`src/hw/rtl/assert_macros.svh`:
```
// assertion helpers for concurrent checks on the rising clock edge
`ifndef ASSERT_MACROS_SVH
`define ASSERT_MACROS_SVH

// same-cycle implication, disabled during reset
`define SFD_ASSERT_IMPLY(label, clk, rst, ante, cons) \
  label: assert property (@(posedge clk) disable iff (rst) (ante) |-> (cons)) \
    else $error("same-cycle check failed");

// next-cycle implication, disabled during reset
`define SFD_ASSERT_NEXT(label, clk, rst, ante, cons) \
  label: assert property (@(posedge clk) disable iff (rst) (ante) |=> (cons)) \
    else $error("next-cycle check failed");

`endif

```
`src/hw/rtl/sfd_pkg.sv`:
```
`default_nettype none
package sfd_pkg;

  localparam logic [7:0] HDR_A         = 8'hCC;
  localparam logic [7:0] HDR_B         = 8'h81;
  localparam logic [7:0] TAIL_A        = 8'h0D;
  localparam logic [7:0] TAIL_B        = 8'h0A;
  localparam logic [7:0] TYPE_RANGE    = 8'h0F;
  localparam logic [7:0] TYPE_SPECTRUM = 8'h02;

  localparam logic [23:0] MIN_LEN          = 24'd9;
  localparam logic [23:0] MIN_SPECTRUM_LEN = 24'd124;

  localparam logic [23:0] POS_LENGTH_LAST = 24'd4;
  localparam logic [23:0] POS_TYPE        = 24'd5;
  localparam logic [23:0] POS_EXP_STATE   = 24'd6;
  localparam logic [23:0] POS_RANGE_START = 24'd7;
  localparam logic [23:0] POS_RANGE_END   = 24'd9;
  localparam logic [23:0] POS_EXP_TIME    = 24'd10;
  localparam logic [23:0] POS_PARAM_FIRST = 24'd11;
  localparam logic [23:0] POS_PARAM_LAST  = 24'd118;
  localparam logic [23:0] POS_COEF        = 24'd120;
  localparam logic [23:0] POS_SAMPLE_BASE = 24'd122;
  localparam logic [24:0] POS_CHECKSUM_BASE = 25'd121;
  localparam logic [22:0] PARAM_COUNT     = 23'd27;

  typedef enum logic [1:0] {
    PH_HUNT_FIRST,
    PH_HUNT_SECOND,
    PH_FRAME
  } phase_t;

  typedef enum logic [3:0] {
    KIND_RANGE_START,
    KIND_RANGE_END,
    KIND_EXP_STATE,
    KIND_EXP_TIME,
    KIND_PARAM,
    KIND_COEF,
    KIND_SAMPLE,
    KIND_CHECKSUM,
    KIND_FRAME_END
  } kind_t;

  typedef enum logic [1:0] {
    STATUS_OK,
    STATUS_BAD_TAIL,
    STATUS_UNKNOWN_TYPE,
    STATUS_BAD_LENGTH
  } status_t;

  typedef struct packed {
    logic        valid;
    kind_t       kind;
    logic [22:0] index;
    logic [31:0] value;
    status_t     status;
    logic [15:0] peak;
  } res_t;

endpackage
`default_nettype wire

```
`src/hw/rtl/spectrometer_frame_deframer_top.sv`:
```
// channel  | handshake           | payload
// input    | in_valid, in_stall  | rx_byte
// output   | out_valid, out_stall| kind, item_index, field_value, frame_status, peak_sample
//
// one byte per cycle while no held result stalls the output; an accepted byte passes through
// the input register, single-pass parse logic and the result register
// rst is synchronous: clears the hunt state and empties both registers
// a stalled result holds the result register; the input register still takes one byte
`default_nettype none
`include "assert_macros.svh"
module spectrometer_frame_deframer_top (
  input  logic             clk,
  input  logic             rst,
  input  logic             in_valid,
  output logic             in_stall,
  input  logic [7:0]       rx_byte,
  output logic             out_valid,
  input  logic             out_stall,
  output sfd_pkg::kind_t   kind,
  output logic [22:0]      item_index,
  output logic [31:0]      field_value,
  output sfd_pkg::status_t frame_status,
  output logic [15:0]      peak_sample
);
  import sfd_pkg::*;

  logic       q_valid;
  logic [7:0] q_byte;
  logic       out_ready;
  logic       advance;
  res_t       res;

  assign advance = q_valid && out_ready;

  sfd_in_reg u_in_reg (
    .clk      (clk),
    .rst      (rst),
    .in_valid (in_valid),
    .in_stall (in_stall),
    .rx_byte  (rx_byte),
    .advance  (advance),
    .q_valid  (q_valid),
    .q_byte   (q_byte)
  );

  sfd_parse u_parse (
    .clk  (clk),
    .rst  (rst),
    .step (advance),
    .b    (q_byte),
    .res  (res)
  );

  sfd_out_reg u_out_reg (
    .clk          (clk),
    .rst          (rst),
    .res          (res),
    .out_ready    (out_ready),
    .out_valid    (out_valid),
    .out_stall    (out_stall),
    .kind         (kind),
    .item_index   (item_index),
    .field_value  (field_value),
    .frame_status (frame_status),
    .peak_sample  (peak_sample)
  );

  // input backs up only behind a held result
  `SFD_ASSERT_IMPLY(a_stall_cause, clk, rst, in_stall, out_valid && out_stall)
  // status and peak only on frame end
  `SFD_ASSERT_IMPLY(a_end_only, clk, rst, out_valid && kind != KIND_FRAME_END,
                    frame_status == STATUS_OK && peak_sample == 16'd0)
  // parameter numbers stay in range
  `SFD_ASSERT_IMPLY(a_param_idx, clk, rst, out_valid && kind == KIND_PARAM,
                    item_index < PARAM_COUNT)
  // a held input byte moves on once the result side frees up
  `SFD_ASSERT_NEXT(a_drain, clk, rst, in_stall && !out_stall, !in_stall)

endmodule
`default_nettype wire

```
`src/hw/rtl/sfd_in_reg.sv`:
```
`default_nettype none
module sfd_in_reg (
  input  logic       clk,
  input  logic       rst,
  input  logic       in_valid,
  output logic       in_stall,
  input  logic [7:0] rx_byte,
  input  logic       advance,
  output logic       q_valid,
  output logic [7:0] q_byte
);

  logic accept;

  assign in_stall = q_valid && !advance;
  assign accept   = in_valid && !in_stall;

  always_ff @(posedge clk) begin
    if (rst) begin
      q_valid <= 1'b0;
    end else if (accept) begin
      q_valid <= 1'b1;
    end else if (advance) begin
      q_valid <= 1'b0;
    end
  end

  always_ff @(posedge clk) begin
    if (accept) begin
      q_byte <= rx_byte;
    end
  end

endmodule
`default_nettype wire

```
`src/hw/rtl/sfd_parse.sv`:
```
`default_nettype none
module sfd_parse (
  input  logic          clk,
  input  logic          rst,
  input  logic          step,
  input  logic [7:0]    b,
  output sfd_pkg::res_t res
);
  import sfd_pkg::*;

  phase_t      phase, phase_next;
  logic [23:0] byte_position, byte_position_next;
  logic [23:0] frame_length, frame_length_next;
  logic [7:0]  frame_type, frame_type_next;
  logic [31:0] field_shift, field_shift_next;
  logic [22:0] field_count, field_count_next;
  logic [15:0] peak_value, peak_value_next;
  logic [7:0]  prior_byte;

  logic [23:0] pos_inc;
  logic [31:0] shift_new;
  logic        is_last;
  logic        len_bad;
  logic [24:0] pos_wide;
  logic [24:0] chk_pos;
  logic [23:0] param_off;
  logic [23:0] samp_off;
  logic [23:0] len_diff;
  logic [15:0] upper_half;

  assign pos_inc    = byte_position + 24'd1;
  assign shift_new  = {b, field_shift[31:8]};
  assign upper_half = shift_new[31:16];
  assign is_last    = (pos_inc == frame_length);
  assign len_bad    = (frame_length < MIN_LEN) ||
                      ((b == TYPE_SPECTRUM) && (frame_length < MIN_SPECTRUM_LEN));
  assign pos_wide   = {1'b0, byte_position};
  assign chk_pos    = POS_CHECKSUM_BASE + {1'b0, field_count, 1'b0};
  assign param_off  = byte_position - POS_PARAM_FIRST;
  assign samp_off   = byte_position - POS_SAMPLE_BASE;
  assign len_diff   = frame_length - MIN_SPECTRUM_LEN;

  // next phase
  always_comb begin
    phase_next = phase;
    case (phase)
      PH_HUNT_FIRST: begin
        if (b == HDR_A) begin
          phase_next = PH_HUNT_SECOND;
        end
      end
      PH_HUNT_SECOND: begin
        if (b == HDR_B) begin
          phase_next = PH_FRAME;
        end else if (b != HDR_A) begin
          phase_next = PH_HUNT_FIRST;
        end
      end
      PH_FRAME: begin
        if ((byte_position == POS_TYPE && len_bad) ||
            (byte_position > POS_TYPE && is_last)) begin
          phase_next = PH_HUNT_FIRST;
        end
      end
      default: phase_next = PH_HUNT_FIRST;
    endcase
  end

  // frame registers and result
  always_comb begin
    byte_position_next = byte_position;
    frame_length_next  = frame_length;
    frame_type_next    = frame_type;
    field_shift_next   = field_shift;
    field_count_next   = field_count;
    peak_value_next    = peak_value;
    res                = '0;
    case (phase)
      PH_HUNT_FIRST: begin
      end
      PH_HUNT_SECOND: begin
        if (b == HDR_B) begin
          byte_position_next = 24'd2;
          frame_length_next  = '0;
          frame_type_next    = '0;
          field_shift_next   = '0;
          field_count_next   = '0;
          peak_value_next    = '0;
        end
      end
      PH_FRAME: begin
        byte_position_next = pos_inc;
        field_shift_next   = shift_new;
        if (byte_position == POS_LENGTH_LAST) begin
          frame_length_next = shift_new[31:8];
        end
        if (byte_position == POS_TYPE) begin
          frame_type_next = b;
          if (len_bad) begin
            res.valid  = 1'b1;
            res.kind   = KIND_FRAME_END;
            res.status = STATUS_BAD_LENGTH;
          end else if (b == TYPE_SPECTRUM) begin
            field_count_next = len_diff[23:1];
          end
        end else if (byte_position > POS_TYPE) begin
          if (is_last) begin
            res.valid = 1'b1;
            res.kind  = KIND_FRAME_END;
            res.peak  = peak_value;
            if (prior_byte != TAIL_A || b != TAIL_B) begin
              res.status = STATUS_BAD_TAIL;
            end else if (frame_type == TYPE_RANGE || frame_type == TYPE_SPECTRUM) begin
              res.status = STATUS_OK;
            end else begin
              res.status = STATUS_UNKNOWN_TYPE;
            end
          end else if (frame_type == TYPE_RANGE) begin
            if (byte_position == POS_RANGE_START) begin
              res.valid = 1'b1;
              res.kind  = KIND_RANGE_START;
              res.value = {16'd0, upper_half};
            end else if (byte_position == POS_RANGE_END) begin
              res.valid = 1'b1;
              res.kind  = KIND_RANGE_END;
              res.value = {16'd0, upper_half};
            end
          end else if (frame_type == TYPE_SPECTRUM) begin
            if (byte_position == POS_EXP_STATE) begin
              res.valid = 1'b1;
              res.kind  = KIND_EXP_STATE;
              res.value = {24'd0, b};
            end else if (byte_position == POS_EXP_TIME) begin
              res.valid = 1'b1;
              res.kind  = KIND_EXP_TIME;
              res.value = shift_new;
            end else if (byte_position inside {[POS_PARAM_FIRST:POS_PARAM_LAST]}) begin
              if (param_off[1:0] == 2'd3) begin
                res.valid = 1'b1;
                res.kind  = KIND_PARAM;
                res.index = {1'b0, param_off[23:2]};
                res.value = shift_new;
              end
            end else if (byte_position == POS_COEF) begin
              res.valid = 1'b1;
              res.kind  = KIND_COEF;
              res.value = {16'd0, upper_half};
            end else if (pos_wide == chk_pos) begin
              res.valid = 1'b1;
              res.kind  = KIND_CHECKSUM;
              res.value = {24'd0, b};
            end else if (byte_position >= POS_SAMPLE_BASE && pos_wide < chk_pos &&
                         !samp_off[0]) begin
              res.valid = 1'b1;
              res.kind  = KIND_SAMPLE;
              res.index = samp_off[23:1];
              res.value = {16'd0, upper_half};
              if (upper_half > peak_value) begin
                peak_value_next = upper_half;
              end
            end
          end
        end
      end
      default: begin
      end
    endcase
    if (!step) begin
      res.valid = 1'b0;
    end
  end

  always_ff @(posedge clk) begin
    if (rst) begin
      phase         <= PH_HUNT_FIRST;
      byte_position <= '0;
      frame_length  <= '0;
      frame_type    <= '0;
      field_shift   <= '0;
      field_count   <= '0;
      peak_value    <= '0;
      prior_byte    <= '0;
    end else if (step) begin
      phase         <= phase_next;
      byte_position <= byte_position_next;
      frame_length  <= frame_length_next;
      frame_type    <= frame_type_next;
      field_shift   <= field_shift_next;
      field_count   <= field_count_next;
      peak_value    <= peak_value_next;
      prior_byte    <= b;
    end
  end

endmodule
`default_nettype wire

```
`src/hw/rtl/sfd_out_reg.sv`:
```
`default_nettype none
module sfd_out_reg (
  input  logic             clk,
  input  logic             rst,
  input  sfd_pkg::res_t    res,
  output logic             out_ready,
  output logic             out_valid,
  input  logic             out_stall,
  output sfd_pkg::kind_t   kind,
  output logic [22:0]      item_index,
  output logic [31:0]      field_value,
  output sfd_pkg::status_t frame_status,
  output logic [15:0]      peak_sample
);
  import sfd_pkg::*;

  assign out_ready = !out_valid || !out_stall;

  always_ff @(posedge clk) begin
    if (rst) begin
      out_valid <= 1'b0;
    end else if (out_ready) begin
      out_valid <= res.valid;
    end
  end

  always_ff @(posedge clk) begin
    if (out_ready && res.valid) begin
      kind         <= res.kind;
      item_index   <= res.index;
      field_value  <= res.value;
      frame_status <= res.status;
      peak_sample  <= res.peak;
    end
  end

endmodule
`default_nettype wire
```
`config.mk`:
```
export PLATFORM = sky130hd
export DESIGN_NAME = spectrometer_frame_deframer_top
export DESIGN_NICKNAME = d
export VERILOG_FILES = /design/src/hw/rtl/sfd_pkg.sv /design/src/hw/rtl/spectrometer_frame_deframer_top.sv /design/src/hw/rtl/sfd_in_reg.sv /design/src/hw/rtl/sfd_parse.sv /design/src/hw/rtl/sfd_out_reg.sv
export VERILOG_INCLUDE_DIRS = /design/src /design/src/hw/rtl
export SDC_FILE = /design/constraint.sdc
export NUM_CORES = 1
export LEC_CHECK = 0
export BUFFER_PORTS_ARGS = -buffer_cell sky130_fd_sc_hd__buf_2
export CORE_MARGIN = 2
export CORE_UTILIZATION = 35
export CTS_CLUSTER_DIAMETER = 30
export CTS_CLUSTER_SIZE = 30
export DETAILED_ROUTE_END_ITERATION = 10
export PLACE_DENSITY = 0.49
export SLEW_MARGIN = 20
export SYNTH_ARGS = -nofsm -noshare
export SYNTH_HDL_FRONTEND = slang
export SYNTH_HIERARCHICAL = 1
export SYNTH_SLANG_ARGS = --single-unit
```
`constraint.sdc`:
```
create_clock -name clk -period 5.5 [get_ports clk]
set_input_delay 1.1 -clock clk [delete_from_list [all_inputs] [get_ports clk]]
set_output_delay 1.1 -clock clk [all_outputs]
set_load 0.05 [all_outputs]
```
==> metrics.md, run 1 <==
| Metric | Value |
|---|---|
| Synthesis-to-layout area growth | 22.00% |
| Number of pins with negative max-slew slack in the final report | 0 |
| Starting density of the core | between 30 and 40% |
| Total Routed Length | 39.34 mm |
| Setup WS post-layout | 671.2 ps |
| TritonCTS buffer count | 50 |
| Number of antenna violations at the first check in global routing | 0 |
| Post-synthesis mux area share | 0.7363% |
| Total via count in the routed design | 10900 |
| Count of endpoints failing hold in the final timing report | 0 |
| Die boundary height | 191.0 um |
| Core area | 34460 um^2 |
| Cell total after placement | 1870 |
| Die Span X | 191.0 um |
| Critical path's largest stage delay | 590 ps |
| Static leakage | 5.721 nW |
| Time the worst path needs with I/O delays and setup | slightly below 5000 ps |
| Overflow after GRT | 0 |
| Post-place setup slack | between 700 and 800 ps |
| XOR/XNOR Fraction of Synth Area | 6.729% |
| Count of cell types in the netlist | between 70 and 80 |
| 1st-pass router iterations | 7 |
| Ordered cell list for the critical path | o41ai_1 -> buf_4 -> or4_1 -> nor2_1 -> and4_1 -> xnor2_1 -> ha_1 -> and3_1 -> a221o_1 -> a31oi_1 -> o2bb2a_4 -> nand2b_4 -> a31oi_1 -> o21a_1 -> and2_4 -> buf_12 |
| Arrival time of data at the critical path endpoint | 5050 ps |
| Largest family of logic cells by synthesized area | simple AND/OR/NAND/NOR gates |
| Starting DRT DRC Count | approximately 800 |
| # Max-Cap Violations | 0 |
| Layout cell share with drive strength beyond 1 | 16.37% |
| Fin nets | 1530 |
| Number of warning messages in the yosys log | 6 |
| Required time at the worst-slack endpoint | 5720 ps |
| Highest fanout seen on the critical path | 45 |
| Most common cell after layout, fill and taps aside | sky130_fd_sc_hd__dfxtp_1 |
| Multi-input logic area | 6456 um^2 |
| Primary FF master, synth | sky130_fd_sc_hd__dfxtp_1 |
| Commonest non-fill, non-tap cells in the layout | sky130_fd_sc_hd__dfxtp_1, sky130_fd_sc_hd__nand2_1, sky130_fd_sc_hd__nor2_1 |
| Post-DRT Antenna Nets | 0 |
| Area taken by flip-flops and latches | 5175 um^2 |
| Crit share post-route | between 80% and 90% |
| Worst-Margin Slew | between 1000 and 1500 ps |
| H-tree levels | 2 |
| Full die area | 36470 um^2 |
| Slowest CP cell | sky130_fd_sc_hd__or4_1 |
| Slew headroom | 29.93% |
| Result of the run | completed |
| Cell occurring most often along the worst timing path | sky130_fd_sc_hd__a31oi_1 |
| Count of hold-fix buffers inserted at cts | 0 |
| Post-cts sizing count | 0 |
| Crit end category | register |
| Fin Clk Skew | 46.49 ps |
| PortBufs | 90 |
| Startpoint types | register |
| Avg Cell Area, Syn | roughly 8.7 um^2 |
| Routed wire length per instance | between 20 and 25 um |
| Count of state elements after synthesis | approximately 220 |
| Post-synth ARST share | 0% |
| Simple-gate share of the synthesized area | 24.03% |
| Critical Setup Path Class | reg -> reg |
| Number of cells produced by synthesis | 1402 |
| Count of clock tree sinks | 216 |
| Reg-to-reg setup timing slack | approximately 670 ps |
| Maximum buffer depth of the clock tree | 3 |
| Highest attainable clock frequency | 207.1 MHz |
| Via count of the first global-routing pass | between 10000 and 15000 |
| Cell area after synthesis | roughly 12000 um^2 |
| Final estimated routing congestion in global placement | about 0.85 |
| Site row count | 68 |
| Post-synthesis sequential area ratio | 42.30% |
| Power per Cell Area | 326.2 nW/um^2 |
| CTS tree | done |
| Total Negative Setup Slacks | 0 ps |
| Pin count of the biggest net entering global routing | 72 |
| Synthesized-area fraction occupied by adder cells | roughly 5.2% |
| Clk Latency, worst-skew pair | about 580 ps |
| Count of unresolved DRC violations after routing | 0 |
| Global-route wire length before repair | between 60 and 70 mm |
| Unrepaired setup endpoints after global routing | no |
| IO Count | 91 |
| CTS Root Cell | sky130_fd_sc_hd__clkbuf_16 |
| Worst-path clk slew | 50 ps |
| Number of filler cells placed in the layout | 3424 |
| Hold WC Path Type | reg -> reg |
| Final cell count without fillers | 1964 |
| Overall global routing resource usage | 21.74% |
| Number of enable-type register cells in the synthesized netlist | 85 |
| Ant. Diodes | 0 |
| Syn_nets | 1465 |
| Fraction of the mapped netlist area in compound gates | about 16% |
| Post-CTS Setup Repair Bufs | 0 |
| Detailed-route vias per instance | 5.550 |
| Worst voltage drop across the vdd grid | 0.2346 mV |
| Estimated wirelength of the detail-placed design | roughly 28 mm |
| Total setup violations reported at the end of the flow | 0 |
[per-stage QoR]
step	total power, W	utilization [%]	hold WS (ps)	area, um^2
after global placement	0.001774	38.06	443.9	13120
after CTS	0.004926	43.30	454.9	14920
after floorplan	0.001743	-	431.9	12230
final	0.004868	43.32	454.8	14930
after global routing	0.005023	43.32	495.6	14930
after detailed placement	0.001775	38.06	448.9	13120
[cells in the mapped netlist (all sizes together) (6+ instances only)]
library cell / n / area, um^2
nor4: 40 / 271.5
o21a: 7 / 52.55
inv: 49 / 183.9
nor3: 68 / 340.3
nand4: 23 / 143.9
a21o: 23 / 180.2
ha: 51 / 638.1
and3: 14 / 88.84
nand2b: 9 / 63.81
nor2: 127 / 479.2
a21oi: 112 / 560.5
clkbuf: 94 / 352.8
o21ai: 38 / 190.2
nand2: 124 / 465.5
nor3b: 6 / 56.31
nand3: 83 / 415.4
a31oi: 7 / 43.79
a22oi: 28 / 210.2
a211oi: 7 / 52.55
or3: 21 / 137.6
nor2b: 9 / 63.81
a311oi: 7 / 61.31
edfxtp: 85 / 2552
mux2i: 9 / 90.09
and2: 7 / 43.79
xnor2: 53 / 464.2
buf: 19 / 100.1
o211ai: 6 / 45.04
xor2: 41 / 359.1
or4: 10 / 82.58
dfxtp: 131 / 2623
nand4b: 8 / 70.07
a32oi: 20 / 175.2
or2: 7 / 43.79
and4: 6 / 52.55
[metal layers]
layer  track usage, %  share of wire (%)
met5                0                  0
met3            3.268                4.7
met2            34.38                 46
met4            7.573                2.6
met1            30.16                 47
[layout make-up]
| class | instances | area share, % |
|---|---|---|
| multi-input combinational | 1024 | 43.26 |
| sequential | 216 | 34.67 |
| clock buffer | 57 | 8.693 |
| timing repair buffer | 126 | 4.929 |
| tap | 455 | 3.814 |
| clock inverter | 37 | 3.403 |
| inverter | 49 | 1.232 |
[where the power goes]
| group | switching, W | leakage [nW] | internal [W] |
|---|---|---|---|
| registers | 0.00000297 | 2.03 | 0.00166 |
| logic | 0.0000559 | 2.84 | 0.0000207 |
| clock network | 0.00102 | 0.854 | 0.00210 |
[critical path: cells and delay by family (launching register included)]
| kind | cells | cell delay, ps |
|---|---|---|
| AND/OR/NAND/NOR | 6 | 1670 |
| AO/OA/AOI/OAI | 6 | 1550 |
| buffers and inverters | 2 | 450 |
| flip-flops | 1 | 400 |
| adder cells (fa/ha/maj) | 1 | 260 |
| XOR/XNOR | 1 | 120 |
[registers in the layout, indices dropped and copies added (netlist names), 4 cells and up]
| register | flops |
|---|---|
| u_parse/frame_type | 8 |
| u_out_reg/kind | 4 |
| u_parse/field_shift | 24 |
| u_parse/peak_value | 16 |
| u_parse/field_count | 23 |
| u_out_reg/item_index | 23 |
| u_parse/frame_length | 24 |
| u_parse/byte_position | 24 |
| u_out_reg/field_value | 32 |
| u_parse/prior_byte | 8 |
| u_out_reg/peak_sample | 16 |
| u_in_reg/q_byte | 8 |
[worst paths after layout]
check | startpoint | end | cells past startpoint
setup / recovery | u_parse/field_count[2] | u_out_reg/item_index[14] | 16
hold / removal | u_parse/field_count[0] | u_parse/field_count[0] | 2
setup reg to reg | u_parse/field_count[2] | u_out_reg/item_index[14] | 16
hold reg to reg | u_parse/field_count[0] | u_parse/field_count[0] | 2
[kinds of logic (layout without fill, tap and decap cells)]
kind of cell | Yosys count | count (layout)
xor gates and xnor gates | 94 | 94
and+or+nand+nor | 576 | 576
AOI/OAI and AO/OA | 294 | 294
muxes | 9 | 9
adders and majority gates | 51 | 51
buffers and inverters | 162 | 269
DFF | 216 | 216
Note: power is estimated with default switching activity, not from simulation.
==> run 2, diff against run 1 <==
--- a/config.mk
+++ b/config.mk
@@ -6,6 +6,7 @@
 export SDC_FILE = /design/constraint.sdc
 export NUM_CORES = 1
 export LEC_CHECK = 0
+export ABC_AREA = 1
 export BUFFER_PORTS_ARGS = -buffer_cell sky130_fd_sc_hd__buf_2
 export CORE_MARGIN = 2
 export CORE_UTILIZATION = 35
==> run 2 against run 1 <==
Net effect: sequential share of layout area down 2.6 points; combinational power down 5.9%; clock power up 16%; non-clock buffer count down 9; synthesized area up 7.4%; core utilization up 0.54 points; highest routed layer unchanged.
==> metrics.md, run 2 <==
| Metric | Value |
|---|---|
| Result of the run | completed |
| Via count of the first global-routing pass | approximately 12000 |
| Primary FF master, synth | sky130_fd_sc_hd__dfxtp_1 |
| End point of the critical path | u_out_reg/item_index[17] |
| Worst-Margin Slew | 1139 ps |
| Power Total | 0.005367 W |
| Slowest CP cell | sky130_fd_sc_hd__dfxtp_1 |
| Maximum buffer depth of the clock tree | 3 |
| Overflow after GRT | 0 |
| Required time at the worst-slack endpoint | 5780 ps |
| Worst-path clk slew | 50 ps |
| Starting density of the core | 35.72% |
| PortBufs | 90 |
| Overall global routing resource usage | a little under a quarter |
| Hold WC Path Type | reg -> reg |
| Clk Latency, worst-skew pair | 590 ps |
| Crit end category | register |
| Startpoint types | register |
| Total Routed Length | 44.98 mm |
| Worst Hold Depth | 2 |
| Worst voltage drop across the vdd grid | 0.2138 mV |
| Worst setup path startpoint | u_parse/field_count[2] |
| Number of enable-type register cells in the synthesized netlist | 85 |
| Number of antenna violations at the first check in global routing | 0 |
| Pin count of the biggest net entering global routing | 53 |
| Global-route wire length before repair | approximately 69 mm |
| Highest fanout seen on the critical path | 27 |
| Cell types occupying the most area after synthesis | sky130_fd_sc_hd__dfxtp_1, sky130_fd_sc_hd__edfxtp_1, sky130_fd_sc_hd__nand2_1, sky130_fd_sc_hd__a21oi_1, sky130_fd_sc_hd__nor2_1 |
| Cell area after synthesis | ~13000 um^2 |
| Count of clock tree sinks | ~220 |
| Starting DRT DRC Count | 863 |
| Die boundary height | 197.8 um |
| TritonCTS buffer count | 58 |
| Post-DRT Antenna Nets | 0 |
| Reg-to-Reg End | u_out_reg/item_index[17] |
| # Max-Cap Violations | 0 |
| 1st-pass router iterations | 5 |
| Total setup violations reported at the end of the flow | 0 |
| Ant. Diodes | 0 |
| Time the worst path needs with I/O delays and setup | 4684 ps |
| Fin nets | 1966 |
| Crit share post-route | 85.16% |
| Count of unresolved DRC violations after routing | 0 |
| Cell total after placement | 2306 |
| Fin Clk Skew | 12.73 ps |
| Most common cell in the netlist | sky130_fd_sc_hd__nand2_1 |
| Total via count in the routed design | 12593 |
| Full die area | 39110 um^2 |
| Source of the worst register-to-register timing path | u_parse/field_count[2] |
| Final estimated routing congestion in global placement | 0.9130 |
| Count of endpoints failing hold in the final timing report | 0 |
| Count of cell types in the netlist | between 50 and 60 |
| Die Span X | 197.8 um |
| Synthesis-to-layout area growth | 22.77% |
| IO Count | 91 |
| Final cell count without fillers | roughly 2400 |
| Count of state elements after synthesis | 216 |
| Number of cells produced by synthesis | 1808 |
| Number of cells on the worst reg-to-reg path | 28 |
| Syn_nets | ~1900 |
| Estimated wirelength of the detail-placed design | 33.00 mm |
| Leading cell types by count after synthesis | sky130_fd_sc_hd__nand2_1, sky130_fd_sc_hd__nor2_1, sky130_fd_sc_hd__a21oi_1, sky130_fd_sc_hd__inv_1, sky130_fd_sc_hd__dfxtp_1 |
| Post-synth ARST share | 0% |
| Critical path's largest stage delay | 330 ps |
| Routed wire length per instance | around 19 um |
| Leading area contributor after synthesis | sky130_fd_sc_hd__dfxtp_1 |
| Flip-flop count of the largest register, all copies and words added | 32 |
| Count of hold-fix buffers inserted at cts | 0 |
| Area share of the leading cell type in the synthesized netlist | 19.96% |
| Highest attainable clock frequency | 213.5 MHz |
| Number of pins with negative max-slew slack in the final report | 0 |
| Post-synthesis sequential area ratio | 39.39% |
| CTS tree | done |
| CTS Root Cell | sky130_fd_sc_hd__clkbuf_16 |
| Unrepaired setup endpoints after global routing | no |
| Avg Cell Area, Syn | 7.267 um^2 |
| Static leakage | 6.076 nW |
| Power per Cell Area | approximately 330 nW/um^2 |
| Biggest register | u_out_reg/field_value |
| Critical Setup Path Class | reg -> reg |
| Total Negative Setup Slacks | 0 ps |
| Layout cell share with drive strength beyond 1 | around 15% |
| Commonest non-fill, non-tap cells in the layout | sky130_fd_sc_hd__nand2_1, sky130_fd_sc_hd__nor2_1, sky130_fd_sc_hd__a21oi_1 |
| Most common cell after layout, fill and taps aside | sky130_fd_sc_hd__nand2_1 |
| Arrival time of data at the critical path endpoint | ~5000 ps |
| Site row count | 70 |
| Number of warning messages in the yosys log | 6 |
| Reg-to-reg setup timing slack | slightly above 800 ps |
| Number of filler cells placed in the layout | approximately 3800 |
| Slew headroom | 24.01% |
| H-tree levels | 2 |
| Detailed-route vias per instance | around 5.2 |
| Core area | 36790 um^2 |
==> run 2: power by group <==
part           switching [W]  total (W)  leakage (nW)  internal [W]
Sequential         0.0000203    0.00169          1.66       0.00167
Combinational      0.0000534  0.0000721          3.39     0.0000186
Clock                0.00106    0.00361          1.02       0.00255
Total                0.00113    0.00537          6.08       0.00423
==> run 2: cell type report <==
class	instances	area, um^2	area share [%]
Inverter	183	686.9	4.258
Sequential cell	216	5175	32.08
Clock buffer	65	1529	9.479
Multi-Input combinational cell	1327	6892	42.72
Timing Repair Buffer	117	680.7	4.220
Clock inverter	44	581.8	3.607
Tap cell	468	585.6	3.630
==> run 2: logic make-up after synthesis <==
group / count (synthesis) / share of synthesized area [%]
and+or+nand+nor: 927 / 31.62
AOI/OAI and AO/OA: 310 / 12.99
buffers and inverters: 265 / 8.447
DFF: 216 / 39.39
adders and majority gates: 51 / 4.857
xor gates and xnor gates: 39 / 2.704
==> run 2: what timing repair did <==
action                                  CTS  global route
endpoints found under the setup margin    0            68
gates resized for setup                   0             0
setup buffers                             0             5
==> run 2: critical path: cells and delay by family, from the launching register on <==
family	cells	cell delay, ps
AOI/OAI and AO/OA	4	640
xor gates and xnor gates	1	160
adders and majority gates	2	510
buffers and inverters	7	680
DFF	1	330
and+or+nand+nor	14	2030
==> run 2: worst min-delay path by stage <==
stage	slack, ps	startpoint	endpoint
after CTS	460	u_parse/frame_type[6]	u_parse/frame_type[6]
final	460	u_parse/frame_type[6]	u_parse/frame_type[6]
after global routing	480	u_parse/frame_type[7]	u_parse/frame_type[7]
after global placement	450	u_parse/prior_byte[5]	u_parse/prior_byte[5]
after floorplan	430	u_parse/prior_byte[0]	u_parse/prior_byte[0]
after detailed placement	450	u_parse/frame_type[6]	u_parse/frame_type[6]
==> run 2: metrics by stage <==
step / hold slack, ps / worst slack, ps / area (um^2) / utilization, %
floorplan: 430.2 / 479.2 / 13150 / -
detailed placement: 453.8 / 500.3 / 13970 / 37.98
finish: 457.9 / 816.2 / 16130 / 43.85
global route: 475.7 / 260.5 / 16130 / 43.85
CTS: 461.4 / 482.3 / 16080 / 43.71
global placement: 451.5 / 621.8 / 13970 / 37.98
==> run 2: metal layers <==
metal | GRT usage [%] | part of all wire [%]
met1 | 33.05 | 48
met2 | 35.38 | 43
met3 | 4.905 | 7.2
met4 | 6.071 | 2.0
met5 | 0 | 0
==> run 3, diff against run 2 <==
--- a/config.mk
+++ b/config.mk
@@ -17,5 +17,4 @@
 export SLEW_MARGIN = 20
 export SYNTH_ARGS = -nofsm -noshare
 export SYNTH_HDL_FRONTEND = slang
-export SYNTH_HIERARCHICAL = 1
 export SYNTH_SLANG_ARGS = --single-unit
==> run 3 against run 2 <==
Net effect: routed wire length shrank 1.6%; count of clock-buffer cells in the layout rose by 2; cell count decreased by 1.3%; core utilization down 0.71 points; die area shrank 1.7%; clock skew increased by 18 ps; hold slack better by 2.4 ps; synthesized area down 1.8%; fmax increased by 2.1%; clock power down 5%.
==> metrics.md, run 3 <==
| Metric | Value |
|---|---|
| Count of clock tree sinks | ~220 |
| Count of hold-fix buffers inserted at cts | 0 |
| Avg Cell Area, Syn | 7.243 um^2 |
| Die boundary height | 196.0 um |
| Hold WC Path Type | reg -> reg |
| Slew headroom | 30.86% |
| PortBufs | 90 |
| Die Span X | 196.0 um |
| Worst-path clk slew | 40 ps |
| Crit share post-route | a little over four fifths |
| Synthesis-to-layout area growth | 21.76% |
| Number of cells on the worst reg-to-reg path | 25 |
| Worst voltage drop across the vdd grid | 0.2495 mV |
| Area share of the leading cell type in the synthesized netlist | 20.32% |
| Result of the run | completed |
| Static leakage | 6.067 nW |
| Source of the worst register-to-register timing path | u_parse.field_count[2] |
| Total Negative Setup Slacks | 0 ps |
| Count of state elements after synthesis | around 220 |
| Cell total after placement | 2285 |
| Post-place setup slack | between 800 and 900 ps |
| H-tree levels | 2 |
| Starting density of the core | between 30% and 40% |
| Post-synthesis sequential area ratio | 40.09% |
| Setup WS post-layout | 912.9 ps |
| Crit end category | register |
| Ant. Diodes | 0 |
| Maximum buffer depth of the clock tree | 3 |
| Overflow after GRT | 0 |
| Worst-case hold path end point | u_parse.field_shift[9] |
| Power per Cell Area | between 300 and 400 nW/um^2 |
| Number of cells produced by synthesis | roughly 1800 |
| Cell types occupying the most area after synthesis | sky130_fd_sc_hd__dfxtp_1, sky130_fd_sc_hd__edfxtp_1, sky130_fd_sc_hd__nand2_1, sky130_fd_sc_hd__a21oi_1, sky130_fd_sc_hd__nor2_1 |
| Total Routed Length | between 40 and 50 mm |
| Syn_nets | 1848 |
| Commonest non-fill, non-tap cells in the layout | sky130_fd_sc_hd__nand2_1, sky130_fd_sc_hd__nor2_1, sky130_fd_sc_hd__a21oi_1 |
| Worst Hold Depth | 2 |
| Power Total | 0.005211 W |
| Startpoint types | register |
| Core area | between 30000 and 40000 um^2 |
| Fin Clk Skew | between 30 and 40 ps |
| Highest fanout seen on the critical path | a little under 80 |
| Full die area | 38430 um^2 |
| Total setup violations reported at the end of the flow | 0 |
| Number of antenna violations at the first check in global routing | 0 |
| # Max-Cap Violations | 0 |
| Final cell count without fillers | roughly 2400 |
| Post-DRT Antenna Nets | 0 |
| Required time at the worst-slack endpoint | approximately 5700 ps |
| Reg-to-Reg End | u_out_reg.field_value[27] |
| Clk Latency, worst-skew pair | 600 ps |
| Starting DRT DRC Count | a little under 1000 |
| Number of filler cells placed in the layout | 3798 |
| Site row count | 70 |
| Unrepaired setup endpoints after global routing | no |
| Count of cell types in the netlist | 54 |
| Pin count of the biggest net entering global routing | 78 |
| 1st-pass router iterations | 7 |
| Highest attainable clock frequency | 218.0 MHz |
| Post-cts sizing count | 0 |
| CTS Root Cell | sky130_fd_sc_hd__clkbuf_16 |
| Worst-Margin Slew | 1036 ps |
| Post-synth ARST share | 0% |
| Most common cell in the netlist | sky130_fd_sc_hd__nand2_1 |
| Time the worst path needs with I/O delays and setup | 4587 ps |
| Global-route wire length before repair | 68.47 mm |
| TritonCTS buffer count | 55 |
| Count of endpoints failing hold in the final timing report | 0 |
| Post-CTS Setup Repair Bufs | 0 |
| Total via count in the routed design | around 12000 |
| Reg-to-reg setup timing slack | 910 ps |
| Overall global routing resource usage | 23.15% |
| Arrival time of data at the critical path endpoint | 4810 ps |
| Flip-flop count of the largest register, all copies and words added | 32 |
| Number of pins with negative max-slew slack in the final report | 0 |
| Hold Slack | 460.4 ps |
| Estimated wirelength of the detail-placed design | 32.95 mm |
| Critical Setup Path Class | reg -> reg |
| Leading area contributor after synthesis | sky130_fd_sc_hd__dfxtp_1 |
| Layout cell share with drive strength beyond 1 | 13.64% |
| Worst hold path startpoint | u_parse.field_shift[9] |
| Cell area after synthesis | 12910 um^2 |
| CTS tree | done |
| Primary FF master, synth | sky130_fd_sc_hd__dfxtp_1 |
| Routed wire length per instance | roughly 19 um |
| Biggest register | u_out_reg.field_value |
| Number of warning messages in the yosys log | 0 |
| Most common cell after layout, fill and taps aside | sky130_fd_sc_hd__nand2_1 |
| Leading cell types by count after synthesis | sky130_fd_sc_hd__nand2_1, sky130_fd_sc_hd__nor2_1, sky130_fd_sc_hd__a21oi_1, sky130_fd_sc_hd__inv_1, sky130_fd_sc_hd__dfxtp_1 |
| Count of unresolved DRC violations after routing | 0 |
| Via count of the first global-routing pass | 11747 |
| Worst setup path startpoint | u_parse.field_count[2] |
| IO Count | 91 |
| Number of enable-type register cells in the synthesized netlist | 85 |
| Final estimated routing congestion in global placement | 0.9240 |
| Detailed-route vias per instance | 5.185 |
| Fin nets | 1940 |
[run 3: layer usage]
layer / wire length, um / track usage, %
met1: 20980 / 33.19
met3: 3556 / 6.034
met4: 1005 / 6.650
met2: 18730 / 34.15
met5: 0 / 0
[run 3: layout make-up]
type | count | area [um^2] | area share [%]
clock buffer | 67 | 1481 | 9.426
timing repair buffer | 101 | 545.5 | 3.471
sequential | 216 | 5175 | 32.93
tap | 468 | 585.6 | 3.726
inverter | 201 | 755.7 | 4.809
clock inverter | 37 | 514.2 | 3.272
multi-input combinational | 1299 | 6659 | 42.37
[run 3: critical path, stage by stage (launching register included)]
cell                       delay [ps]
sky130_fd_sc_hd__dfxtp_1          360
sky130_fd_sc_hd__inv_1             80
sky130_fd_sc_hd__ha_1             220
sky130_fd_sc_hd__nand3_1          150
sky130_fd_sc_hd__nand3_1          130
sky130_fd_sc_hd__nor3_1           360
sky130_fd_sc_hd__inv_1            110
sky130_fd_sc_hd__nor3_1           250
sky130_fd_sc_hd__nand2_1          130
sky130_fd_sc_hd__xor2_1           170
sky130_fd_sc_hd__ha_1             270
sky130_fd_sc_hd__nand2_1           60
sky130_fd_sc_hd__nor2_1           100
sky130_fd_sc_hd__nand4_1          140
sky130_fd_sc_hd__nor3_1           420
sky130_fd_sc_hd__nand2_1          140
sky130_fd_sc_hd__nand2_1          130
sky130_fd_sc_hd__a21oi_1          110
sky130_fd_sc_hd__nand3_1           90
sky130_fd_sc_hd__nand2_1           60
sky130_fd_sc_hd__nand3_1           90
sky130_fd_sc_hd__nand2_1           60
sky130_fd_sc_hd__nand2_1           60
sky130_fd_sc_hd__nand2_1           80
sky130_fd_sc_hd__clkinv_2          60
sky130_fd_sc_hd__buf_12           320
[run 3: through the flow]
step                instance area (um^2)  utilization (%)
floorplan                          12910                -
CTS                                15710            43.12
detailed placement                 13710            37.64
finish                             15720            43.14
global placement                   13710            37.64
global route                       15720            43.14
[run 3: worst max-delay path by stage]
| stage | endpoint | cells past startpoint |
|---|---|---|
| 2_1_floorplan | u_out_reg.field_value[0] | 23 |
| 3_3_place_gp | u_out_reg.field_value[29] | 24 |
| 3_5_place_dp | u_out_reg.field_value[27] | 24 |
| 4_1_cts | u_out_reg.field_value[27] | 24 |
| 5_1_grt | u_out_reg.field_value[27] | 24 |
| 6_report | u_out_reg.field_value[27] | 25 |
[run 3: kinds of logic (layout without fill, tap and decap cells)]
kind of cell / after synthesis / in the layout / synth area share [%]
simple gates: 882 / 882 / 29.94
compound gates: 327 / 327 / 13.77
buf+inv: 267 / 406 / 8.404
flops: 216 / 216 / 40.09
fa+ha+maj: 54 / 54 / 5.235
xor+xnor: 36 / 36 / 2.549
[run 3: power by group]
group	switching (W)	internal [W]	total [W]
combinational	0.0000604	0.0000231	0.0000835
sequential	0.0000190	0.00167	0.00169
clock	0.00106	0.00238	0.00344
total	0.00114	0.00407	0.00521
